**config.mk**
```make
export PLATFORM = sky130hd
export DESIGN_NAME = http_get_request_filename_parser
export DESIGN_NICKNAME = d
export VERILOG_FILES = /design/src/hgfp_pkg.sv /design/src/hgfp_step.sv /design/src/http_get_request_filename_parser.sv
export SDC_FILE = /design/constraint.sdc
export NUM_CORES = 1
export LEC_CHECK = 0
export ABC_AREA = 1
export ABC_CLOCK_PERIOD_IN_PS = 4940
export BUFFER_PORTS_ARGS = -buffer_cell sky130_fd_sc_hd__clkbuf_2
export CORE_MARGIN = 10
export CORE_UTILIZATION = 63
export DETAILED_ROUTE_END_ITERATION = 8
export MAX_ROUTING_LAYER = met4
export PLACE_DENSITY = 0.91
export SLEW_MARGIN = 20
export SYNTH_ARGS = -nofsm -noshare
export SYNTH_HDL_FRONTEND = slang
export SYNTH_HIERARCHICAL = 1
export SYNTH_SLANG_ARGS = --single-unit
```
**constraint.sdc**
```tcl
create_clock -name aclk -period 4.94 [get_ports aclk]
set_clock_uncertainty 0.15 [all_clocks]
set_input_delay 0.988 -clock aclk [delete_from_list [all_inputs] [get_ports aclk]]
set_output_delay 0.988 -clock aclk [all_outputs]
set_load 0.02 [all_outputs]
```
**src/hgfp_pkg.sv**
```systemverilog
package hgfp_pkg;

    localparam int unsigned PATH_MAX = 255;
    localparam int unsigned TAIL_LEN = 9;

    localparam logic [7:0] CH_CR = 8'h0d;
    localparam logic [7:0] CH_LF = 8'h0a;
    localparam logic [7:0] CH_NUL = 8'h00;
    localparam logic [7:0] CH_SLASH = 8'h2f;
    localparam logic [7:0] CH_BSLASH = 8'h5c;

    // " HTTP/1.1", element 0 is the leading space
    localparam logic [TAIL_LEN-1:0][7:0] SFX_PAT = {
        8'h31, 8'h2e, 8'h31, 8'h2f, 8'h50, 8'h54, 8'h54, 8'h48, 8'h20
    };

    typedef enum logic [1:0] {
        PH_WAIT_LINE,
        PH_COLLECT,
        PH_WAIT_END
    } phase_t;

    typedef enum logic [2:0] {
        EV_NONE,
        EV_SERVE,
        EV_NOT_FOUND,
        EV_NO_SUFFIX,
        EV_OVERFLOW
    } event_t;

    typedef struct packed {
        phase_t                       phase;
        logic [1:0]                   match_count;
        logic [7:0]                   path_length;
        logic [TAIL_LEN-1:0][7:0]     tail_window;
        logic [7:0]                   last_slash_index;
        logic                         slash_seen;
    } state_t;

    typedef struct packed {
        logic       stored;
        logic [7:0] stored_index;
        event_t     event_res;
        logic [7:0] filename_start;
        logic [7:0] filename_length;
    } result_t;

    // "GET "
    function automatic logic [7:0] get_char(input logic [1:0] idx);
        logic [7:0] ch;
        case (idx)
            2'd0: ch = 8'h47;
            2'd1: ch = 8'h45;
            2'd2: ch = 8'h54;
            default: ch = 8'h20;
        endcase
        return ch;
    endfunction

    // "\r\n\r\n"
    function automatic logic [7:0] end_char(input logic [1:0] idx);
        return idx[0] ? CH_LF : CH_CR;
    endfunction

endpackage

```
**src/hgfp_step.sv**
```systemverilog
module hgfp_step (
    input  hgfp_pkg::state_t  state_cur,
    input  logic [7:0]        data_byte,
    output hgfp_pkg::state_t  state_nxt,
    output hgfp_pkg::result_t result
);
    import hgfp_pkg::*;

    state_t     n;
    result_t    r;
    logic [7:0] plen;
    logic [8:0] slash_after;

    always_comb begin
        n           = state_cur;
        r           = '0;
        r.event_res = EV_NONE;
        plen        = '0;
        slash_after = '0;

        case (state_cur.phase)
            PH_WAIT_LINE: begin
                if (data_byte == get_char(state_cur.match_count)) begin
                    if (state_cur.match_count == 2'd3) begin
                        n.phase       = PH_COLLECT;
                        n.match_count = '0;
                    end else begin
                        n.match_count = state_cur.match_count + 2'd1;
                    end
                end else begin
                    n.match_count = '0;
                end
            end
            PH_COLLECT: begin
                if (data_byte == CH_CR || data_byte == CH_LF) begin
                    n.phase = PH_WAIT_END;
                end else if (data_byte != CH_NUL) begin
                    if (state_cur.path_length < 8'(PATH_MAX)) begin
                        if (state_cur.path_length >= 8'(TAIL_LEN) &&
                            (state_cur.tail_window[0] == CH_SLASH ||
                             state_cur.tail_window[0] == CH_BSLASH)) begin
                            n.last_slash_index = state_cur.path_length - 8'(TAIL_LEN);
                            n.slash_seen       = 1'b1;
                        end
                        n.tail_window  = {data_byte, state_cur.tail_window[TAIL_LEN-1:1]};
                        r.stored       = 1'b1;
                        r.stored_index = state_cur.path_length;
                        n.path_length  = state_cur.path_length + 8'd1;
                    end else begin
                        n.phase            = PH_WAIT_LINE;
                        n.match_count      = '0;
                        n.path_length      = '0;
                        n.tail_window      = '0;
                        n.last_slash_index = '0;
                        n.slash_seen       = 1'b0;
                        r.event_res        = EV_OVERFLOW;
                    end
                end
            end
            default: ;
        endcase

        // header end, counter shared with the request line match
        if (n.phase != PH_WAIT_LINE) begin
            if (data_byte == end_char(n.match_count)) begin
                if (n.match_count == 2'd3) begin
                    plen        = n.path_length - 8'(TAIL_LEN);
                    slash_after = {1'b0, n.last_slash_index} + 9'd1;
                    if (n.path_length < 8'(TAIL_LEN) || n.tail_window != SFX_PAT) begin
                        r.event_res = EV_NO_SUFFIX;
                    end else if (plen == 8'd0) begin
                        r.event_res = EV_NOT_FOUND;
                    end else if (!n.slash_seen) begin
                        r.event_res       = EV_SERVE;
                        r.filename_length = plen;
                    end else if (slash_after >= {1'b0, plen}) begin
                        r.event_res = EV_NOT_FOUND;
                    end else begin
                        r.event_res       = EV_SERVE;
                        r.filename_start  = slash_after[7:0];
                        r.filename_length = plen - slash_after[7:0];
                    end
                    n.phase            = PH_WAIT_LINE;
                    n.match_count      = '0;
                    n.path_length      = '0;
                    n.tail_window      = '0;
                    n.last_slash_index = '0;
                    n.slash_seen       = 1'b0;
                end else begin
                    n.match_count = n.match_count + 2'd1;
                end
            end else begin
                n.match_count = '0;
            end
        end
    end

    assign state_nxt = n;
    assign result    = r;

endmodule

```
**src/http_get_request_filename_parser.sv**
```systemverilog
// channel  ports                                      direction  per transfer
// s_       s_valid s_ready s_data_byte                in         one request byte
// m_       m_valid m_ready m_stored m_stored_index    out        one result per byte
//          m_event_res m_filename_start m_filename_length
//
// each byte passes an input register then a result register
// one byte per cycle sustained while m_ready holds; the parse state updates as a byte enters the result register
// synchronous active-low reset returns the parser to the "GET " hunt with an empty path
// a stalled result register holds a full input register, which holds s_ready low
module http_get_request_filename_parser (
    input  logic       aclk,
    input  logic       aresetn,
    input  logic       s_valid,
    output logic       s_ready,
    input  logic [7:0] s_data_byte,
    output logic       m_valid,
    input  logic       m_ready,
    output logic       m_stored,
    output logic [7:0] m_stored_index,
    output logic [2:0] m_event_res,
    output logic [7:0] m_filename_start,
    output logic [7:0] m_filename_length
);
    import hgfp_pkg::*;

    logic       in_valid_reg;
    logic [7:0] in_data_reg;
    logic       out_valid_reg;
    result_t    out_reg;
    state_t     state_reg;
    state_t     state_next;
    result_t    result_next;
    logic       advance;

    hgfp_step u_step (
        .state_cur (state_reg),
        .data_byte (in_data_reg),
        .state_nxt (state_next),
        .result    (result_next)
    );

    assign advance = in_valid_reg && (!out_valid_reg || m_ready);
    assign s_ready = !in_valid_reg || advance;

    always_ff @(posedge aclk) begin
        if (!aresetn) begin
            in_valid_reg  <= 1'b0;
            out_valid_reg <= 1'b0;
            state_reg     <= '0;
        end else begin
            if (s_ready) begin
                in_valid_reg <= s_valid;
            end
            if (advance) begin
                out_valid_reg <= 1'b1;
                state_reg     <= state_next;
            end else if (m_ready) begin
                out_valid_reg <= 1'b0;
            end
        end
    end

    always_ff @(posedge aclk) begin
        if (s_ready && s_valid) begin
            in_data_reg <= s_data_byte;
        end
        if (advance) begin
            out_reg <= result_next;
        end
    end

    assign m_valid           = out_valid_reg;
    assign m_stored          = out_reg.stored;
    assign m_stored_index    = out_reg.stored_index;
    assign m_event_res       = out_reg.event_res;
    assign m_filename_start  = out_reg.filename_start;
    assign m_filename_length = out_reg.filename_length;

    // a stored byte never completes a request in the same transfer
    a_store_no_event: assert property (@(posedge aclk) disable iff (!aresetn)
        out_valid_reg && out_reg.stored |-> out_reg.event_res == EV_NONE)
        else $error("stored byte carries an event");

    // path is empty whenever the request line hunt is on
    a_idle_path_clear: assert property (@(posedge aclk) disable iff (!aresetn)
        state_reg.phase == PH_WAIT_LINE |-> state_reg.path_length == 8'd0 &&
            !state_reg.slash_seen)
        else $error("path not cleared in request line hunt");

    // a served file always has a name
    a_serve_nonempty: assert property (@(posedge aclk) disable iff (!aresetn)
        out_valid_reg && out_reg.event_res == EV_SERVE |-> out_reg.filename_length != 8'd0)
        else $error("served file with empty name");

    // result register does not change while stalled
    a_out_hold: assert property (@(posedge aclk) disable iff (!aresetn)
        out_valid_reg && !m_ready |=> out_valid_reg && $stable(out_reg))
        else $error("stalled result changed");

endmodule
```
==> results by group, run 1 <==
Floorplanning
  – Core area: 14,640 µm²
  – Initial Util: 64.65%
  – Io pins: 42
  – Die Span Y: 142.6 µm
  – Die ar.: 20,330 µm²
  – Die X: 142.6 µm
  – Row Count: 44

Routing
  – Drt wl/cell: 13.96 µm
  – Via Count: 9,661
  – Via/cell ratio: 5.588
  – DRT antenna net count: 0
  – TritonRoute pass-1 iters: 6
  – Starting DRC count in detailed routing: 1,202
  – Final Routed Wirelength: 24,140 µm
  – DR DRC count: 0

Timing
  – Fmax: 0.2265 GHz
  – Final Hold Vio Count: 0
  – Setup slack after layout: 0.5251 ns
  – Slew Viols, Final: 0
  – Count of final setup violators: 0
  – Slew of the pin with the lowest slew margin: 1.116 ns
  – Hold slack: 0.3417 ns
  – Final setup TNS: 0 ns
  – Final period utilization: 89.37%
  – Rel. slew slack: 25.60%
  – Min cycle time layout: 4.415 ns

GRT
  – Vias in the first global route: 8,634
  – Remaining global-route overflow: 0
  – Initial antenna violation count: 0
  – GR Util All Layers: 24.37%
  – First-pass GRT wire length: 40,110 µm
  – Largest net degree at the start of global routing: 115

Pwr
  – Pint: 2.299 mW
  – Combinational share of power: 20.7%
  – Sw Share: 30.18%
  – Cell Pwr Density: 323.2 nW/µm²
  – Peak VDD IR: 273.7 µV
  – Leak pwr: 5.036 nW
  – Final Power: 3.293 mW
  – Clk network pwr share: 41.9%
  – Net Sw Power: 0.9941 mW
  – Seq pwr share: 37.4%

Synth
  – Syn Inst Count: 1,547
  – Mean Syn Cell Area: 6.120 µm²
  – Main synth FF type: dfxtp_1
  – Area of the mapped netlist: 9468 µm²
  – Post-synthesis sequential area ratio: 31.51%
  – Yosys cell types: 42
  – Number of flops mapped to enable cells by yosys: 36
  – #FFs+latches synth: 131
  – Post-synth ARST share: 0%
  – Synth Warn #: 6
  – Syn_nets: 1,586

Critical path
  – Critical path arrival: 4.46 ns
  – CP Data Required Time: 4.98 ns
  – CP Max Fanout: 9
  – Slowest-stage cell, CP: ha_1
  – R2r setup slk: 0.53 ns
  – Most used cell, CP: nand2_1
  – Crit. End Element: register
  – CP delay by family, top: simple AND/OR/NAND/NOR gates
  – Buf/Inv on CP: 5
  – Slowest cell delay on critical path: 0.36 ns
  – Crit Path Class: reg -> reg
  – Critical path launch point type: register

Place
  – HPWL Detailed: 15,310 µm
  – GPL Wtd Cong: 1.029
  – DP Worst Slack: 0.4272 ns
  – I/O Buffers: 41

Run
  – Max-cap violation count: 0

Final layout
  – Area of the multi-input gates: 5171 µm²
  – Largest register FFs: 93
  – Register area: 2988 µm²
  – Area growth syn-to-layout: 7.612%
  – Final nets: 1,571
  – Final cell utilization of the core: 69.57%
  – Ant. Diodes: 0
  – Layout cell share with drive strength beyond 1: 6.926%
  – Fillers: 1,276

Clock tree
  – Num CTS Buffers: 17
  – CTS Buffer Depth: 2
  – Root Buffer: clkbuf_16
  – Clk Latency, worst-skew pair: 0.44 ns
  – Clock slew at reported path FFs: 0.06 ns
  – CTS tree: built
  – H-tree levels: 4
  – Clk sinks: 131

Min path
  – Min-delay worst type: reg -> reg

Outcome
  – Outcome: finished clean
-- cell type report --
cell class | instances | area share [%]
clock buffer | 21 | 4.630
inverter | 216 | 7.995
tap | 184 | 2.260
multi-input combinational | 1108 | 50.76
clock inverter | 11 | 1.646
sequential | 131 | 29.33
timing repair buffer | 58 | 3.389
-- power by group through the flow --
stage	Combinational [mW]	Clock (mW)	Sequential, mW
after global routing	0.776	1.44	1.24
final	0.680	1.38	1.23
after detailed placement	0.659	0	1.25
after global placement	0.644	0	1.25
after floorplan	0.550	0	1.24
after CTS	0.668	1.40	1.23
-- stage by stage --
stage               instance area [µm²]  std cells
floorplan                          9468       1547
global placement                   9525       1695
detailed placement                 9525       1695
CTS                               10160       1727
global route                      10190       1729
finish                            10190       1729
-- logic make-up (layout without fill, tap and decap cells) --
kind of cell	Yosys count	after routing	synth area share [%]
compound gates	191	191	10.49
xor+xnor	13	13	1.203
fa+ha+maj	27	27	3.647
buf+inv	308	306	14.18
flops	131	131	31.51
simple gates	877	877	38.97
-- cells in the mapped netlist (3+ instances only) --
master | number | area (µm²)
nand2_1 | 412 | 1546
nor2_1 | 234 | 878.3
inv_1 | 212 | 795.8
nand3_1 | 172 | 860.8
a21oi_1 | 155 | 775.7
dfxtp_1 | 95 | 1902
buf_2 | 41 | 205.2
nand4_1 | 38 | 237.7
edfxtp_1 | 36 | 1081
ha_1 | 26 | 325.3
clkbuf_1 | 24 | 90.09
o21ai_0 | 19 | 95.09
buf_4 | 14 | 105.1
xor2_1 | 12 | 105.1
buf_6 | 11 | 123.9
nor3_1 | 4 | 20.02
o31ai_1 | 4 | 30.03
a31oi_1 | 3 | 18.77
inv_2 | 3 | 11.26
or2_2 | 3 | 18.77
-- cells in the final DEF (no fill, tap or decap), types with 2 or more instances in the layout --
cell type | Yosys | routed
nand2_1 | 412 | 412
nor2_1 | 234 | 234
inv_1 | 212 | 212
nand3_1 | 172 | 172
a21oi_1 | 155 | 153
dfxtp_1 | 95 | 93
clkbuf_2 | 0 | 40
nand4_1 | 38 | 38
edfxtp_1 | 36 | 36
ha_1 | 26 | 26
o21ai_0 | 19 | 19
clkbuf_16 | 0 | 18
buf_4 | 14 | 16
xor2_1 | 12 | 12
bufinv_16 | 0 | 4
inv_4 | 0 | 4
nor3_1 | 4 | 4
o31ai_1 | 4 | 4
inv_2 | 3 | 3
or2_2 | 3 | 3
a31oi_1 | 3 | 3
clkbuf_1 | 24 | 2
o21bai_1 | 2 | 2
o22ai_1 | 2 | 2
nand3b_1 | 2 | 2
nor3b_1 | 2 | 2
nor2_4 | 1 | 2
and2_1 | 2 | 2
-- tightest hold or removal path, stage by stage, from the launching register on --
cell     delay (ns)
dfxtp_1        0.33
a21oi_1        0.04
nor2_1         0.08
-- path summary, 6_finish.rpt --
kind | start | depth (start not counted) | end
worst max-delay path | state_reg[81] | 28 | m_filename_length[2]
worst min-delay path | state_reg[7] | 2 | state_reg[7]
worst max register to register | state_reg[81] | 28 | m_filename_length[2]
worst min register to register | state_reg[7] | 2 | state_reg[7]
-- metal layers --
layer	global-route usage, %	share of wire [%]	vias to the layer above
li1	-	-	4880
met1	28.74	43	4379
met2	39.62	48	350
met3	4.773	6.9	52
met4	10.86	2.2	0
met5	-	0	-
-- timing repair --
item	CTS	global route
endpoints found under the hold margin	0	0
endpoints found under the setup margin	0	12
setup buffers	0	2
gates resized for setup	0	3
hold buffers	0	0
Note: power is estimated with default switching activity, not from simulation.
==> run 2: changes to the inputs <==
Settings changed: RECOVER_POWER from default to 100.
==> results by group, run 2 (same netlist as run 1, synthesis figures left out) <==
Outcome
  – Outcome: finished, violations left
  – Failing checks: capacitance limit, slew limit

Critical path
  – CP Data Required Time: 5.11 ns
  – Critical path launch point type: register
  – CP Max Fanout: 82
  – Crit. End Element: register
  – Crit Path Class: reg -> reg
  – Critical path arrival: 4.69 ns

Clock tree
  – H-tree levels: 4
  – Num CTS Buffers: 17
  – Root Buffer: clkbuf_16
  – Clock slew at reported path FFs: 0.06 ns
  – CTS tree: built
  – Clk sinks: 131
  – CTS Buffer Depth: 2
  – Clk Latency, worst-skew pair: 0.44 ns

Timing
  – Slew of the pin with the lowest slew margin: 2.578 ns
  – Fmax: 0.2210 GHz
  – Slew Viols, Final: 76
  – Final Hold Vio Count: 0
  – Count of final setup violators: 0
  – Final period utilization: 91.59%
  – Min cycle time layout: 4.525 ns
  – Setup slack after layout: 0.4153 ns
  – Hold slack: 0.3408 ns
  – Rel. slew slack: -72.11%

Routing
  – Max layer used: met4
  – Final Routed Wirelength: 24,270 µm
  – Starting DRC count in detailed routing: 1,247
  – Met1 Wirelength: 10,640 µm
  – Routed wl met2: 11,500 µm
  – DR DRC count: 0
  – Met3 WL: 1556 µm
  – TritonRoute pass-1 iters: 5
  – Drt wl/cell: 14.04 µm
  – DRT antenna net count: 0
  – Via Count: 9,695
  – Via/cell ratio: 5.607

Final layout
  – Final nets: 1,571
  – Most frequent cells in the layout: nand2_1, nor2_1, inv_1
  – Largest register FFs: 93
  – Ant. Diodes: 0
  – Fillers: 1,308
  – Layout cell share with drive strength beyond 1: 4.595%
  – Most common cell after layout, fill and taps aside: nand2_1
  – Final cell utilization of the core: 69.13%
  – Area growth syn-to-layout: 6.925%

GRT
  – GR Util All Layers: 24.37%
  – Remaining global-route overflow: 0
  – Initial antenna violation count: 0
  – Vias in the first global route: 8,634
  – Largest net degree at the start of global routing: 115
  – First-pass GRT wire length: 40,110 µm

Pwr
  – Peak VDD IR: 272.9 µV
  – Cell Pwr Density: 325.3 nW/µm²
  – Leak pwr: 4.926 nW

Floorplanning
  – Die X: 142.6 µm
  – Io pins: 42
  – Core area: 14,640 µm²
  – Die ar.: 20,330 µm²
  – Initial Util: 64.65%
  – Row Count: 44
  – Die Span Y: 142.6 µm

Place
  – GPL Wtd Cong: 1.029
  – I/O Buffers: 41
  – HPWL Detailed: 15,310 µm
  – DP Worst Slack: 0.4272 ns

Min path
  – Min-delay worst type: reg -> reg

Run
  – Max-cap violation count: 2
-- run 2: through the flow --
step | std cells | instance area [µm²] | total power [mW] | TNS (ns)
after floorplan | 1547 | 9468 | 1.785 | 0
after global placement | 1695 | 9525 | 1.895 | 0
after detailed placement | 1695 | 9525 | 1.912 | 0
after CTS | 1727 | 10160 | 3.296 | 0
after global routing | 1729 | 10120 | 3.459 | -0.02415
final | 1729 | 10120 | 3.293 | 0
-- run 2: worst max-delay path: stages, from the launching register on --
cell	delay, ns
edfxtp_1	0.44
nor2_1	0.13
nand2_1	0.14
nor2_2	0.18
nand2_1	0.18
nand2_1	0.15
clkinv_1	0.09
clkbuf_2	0.55
nand3_1	0.29
nand3_1	0.12
nand2_1	0.13
ha_1	0.21
nand2_1	0.10
nor2_4	0.43
buf_6	0.56
nor2_1	0.11
inv_1	0.10
nand3_1	0.07
nand2_1	0.15
nor2_1	0.04
-- run 2: final cells by class --
class	instances	area (µm²)	area share [%]
Multi-Input combinational cell	1108	5167	51.04
Sequential cell	131	2984	29.48
Inverter	216	814.5	8.046
Clock buffer	21	471.7	4.659
Timing Repair Buffer	58	287.8	2.843
Tap cell	184	230.2	2.274
Clock inverter	11	167.7	1.656
-- run 2: routing by layer --
layer / vias to the layer above / global-route usage (%)
met2: 372 / 39.62
met3: 58 / 4.773
met4: 0 / 10.86
met1: 4379 / 28.74
met5: - / -
li1: 4886 / -
-- run 2: path summary, 6_finish.rpt --
path / start / to / slack [ns] / cells past startpoint
max: in_data_reg[6] / state_reg[13] / 0.42 / 19
min reg2reg: state_reg[7] / state_reg[7] / 0.34 / 2
max reg2reg: in_data_reg[6] / state_reg[13] / 0.42 / 19
min: state_reg[7] / state_reg[7] / 0.34 / 2
-- run 2: where the power goes --
part	leakage, nW	switching (mW)	internal [mW]
Clock	0.318	0.491	0.890
Sequential	1.15	0.0650	1.17
Combinational	3.46	0.438	0.241
Total	4.93	0.994	2.30
-- run 2: repair_timing --
action,in CTS,in global routing
endpoints found under the setup margin,0,12
setup buffers,0,2
gates resized for setup,0,3
hold buffers,0,0
==> run 3: changes to the inputs <==
Settings changed: CELL_PAD_IN_SITES_DETAIL_PLACEMENT from default to 0, CELL_PAD_IN_SITES_GLOBAL_PLACEMENT from default to 2, CORE_UTILIZATION 63 to 34.
==> results by group, run 3 (same netlist as run 1, synthesis figures left out) <==
Outcome
  – Outcome: finished, violations left
  – Failing checks: capacitance limit, slew limit

Final layout
  – Largest register FFs: 93
  – Ant. Diodes: 0
  – Most frequent cells in the layout: nand2_1, nor2_1, inv_1
  – Most common cell after layout, fill and taps aside: nand2_1
  – Area growth syn-to-layout: 8.656%
  – Layout cell share with drive strength beyond 1: 4.334%
  – Final nets: 1,572

Clock tree
  – CTS Buffer Depth: 2
  – # Post-CTS Setup Buffers: 0
  – Clock slew at reported path FFs: 0.05 ns
  – H-tree levels: 4
  – Clk sinks: 131
  – CTS tree: built
  – Cts hold-fix bufs: 0
  – Clk Latency, worst-skew pair: 0.42 ns
  – Root Buffer: clkbuf_16
  – Num CTS Buffers: 17

Pwr
  – Cell Pwr Density: 306.5 nW/µm²
  – Leak pwr: 4.868 nW
  – Peak VDD IR: 234.2 µV

Critical path
  – CP Max Fanout: 7
  – Critical path launch point type: register
  – Crit. End Element: register
  – Slowest-stage cell, CP: dfxtp_1
  – Critical path arrival: 4.60 ns
  – Register-to-Register Path Depth: 28
  – Slowest cell delay on critical path: 0.45 ns
  – Crit Path Class: reg -> reg
  – Most used cell, CP: nand2_1
  – CP Data Required Time: 5.06 ns

Floorplanning
  – Die X: 186.9 µm
  – Die Span Y: 186.9 µm
  – Io pins: 42
  – Initial Util: 34.27%
  – Core area: 27,630 µm²
  – Row Count: 61
  – Die ar.: 34,920 µm²

Timing
  – Fmax: 0.2228 GHz
  – Rel. slew slack: -131.3%
  – Slew of the pin with the lowest slew margin: 3.470 ns
  – Min cycle time layout: 4.489 ns
  – Setup slack after layout: 0.4509 ns
  – Count of final setup violators: 0
  – Final Hold Vio Count: 0
  – Slew Viols, Final: 160
  – RSZ-0062 raised after global routing: false
  – Final setup TNS: 0 ns
  – Final period utilization: 90.87%

Run
  – Max-cap violation count: 3

GRT
  – Initial antenna violation count: 0
  – First-pass GRT wire length: 44,460 µm
  – GR Util All Layers: 15.43%
  – Remaining global-route overflow: 0
  – Vias in the first global route: 8,725
  – Largest net degree at the start of global routing: 153

Place
  – HPWL Detailed: 16,900 µm
  – I/O Buffers: 41
  – GPL Wtd Cong: 0.8916
  – DP Worst Slack: 0.4840 ns

Min path
  – Hold path depth: 2
  – Min-delay worst type: reg -> reg

Routing
  – Starting DRC count in detailed routing: 645
  – Via Count: 9,303
  – DRT antenna net count: 0
  – TritonRoute pass-1 iters: 5
  – Via/cell ratio: 4.835
  – Final Routed Wirelength: 26,710 µm
  – Drt wl/cell: 13.88 µm
  – DR DRC count: 0
-- run 3: layout make-up --
class | count | area, µm²
repair inverters | 1 | 5.005
inverters | 216 | 814.5
multi-input cells | 1108 | 5172
repair buffers | 58 | 279.0
clock buffers | 20 | 446.7
clock inverters | 12 | 113.9
fillers | 3119 | 17340
flip-flops and latches | 131 | 2983
well taps | 378 | 473.0
-- run 3: worst max-delay path, delay by kind of cell (launching register included) --
family	cells	cell delay [ns]
buffers and inverters	6	0.57
adder cells (fa/ha/maj)	3	0.78
AND/OR/NAND/NOR	11	1.16
XOR/XNOR	1	0.13
flip-flops	1	0.45
AO/OA/AOI/OAI	7	1.10
-- run 3: worst paths after layout --
| check | start | slack, ns | to |
|---|---|---|---|
| min | state_reg[8] | 0.34 | state_reg[8] |
| min reg2reg | state_reg[8] | 0.34 | state_reg[8] |
| max reg2reg | state_reg[81] | 0.45 | m_filename_length[7] |
| max | state_reg[81] | 0.45 | m_filename_length[7] |
-- run 3: power breakdown --
part           internal (mW)  switching [mW]  total [mW]
combinational          0.244           0.438       0.682
clock                  0.747           0.494        1.24
sequential              1.17          0.0621        1.23
-- run 3: through the flow --
stage / cell area (µm²) / hold WS [ns] / power, mW / utilization, % / std cells
6_report: 10290 / 0.3441 / 3.153 / 37.23 / 1924
5_1_grt: 10290 / 0.3744 / 3.353 / 37.23 / 1924
4_1_cts: 10350 / 0.3475 / 3.186 / 37.48 / 1923
3_5_place_dp: 9794 / 0.3316 / 1.930 / 35.45 / 1891
3_3_place_gp: 9794 / 0.3164 / 1.927 / 35.45 / 1891
2_1_floorplan: 9468 / 0.2962 / 1.785 / - / 1547
-- run 3: timing repair --
item | in CTS | in global routing
endpoints found under the hold margin | 0 | 0
setup endpoints to repair | 0 | 6
resized for setup | 0 | 2
-- run 3: routing by layer --
metal,vias up,part of all wire [%],global-route usage (%)
met1,4246,49,19.12
met4,0,1.8,5.025
met5,-,0,-
met3,35,3.3,2.685
li1,4862,-,-
met2,160,46,25.02
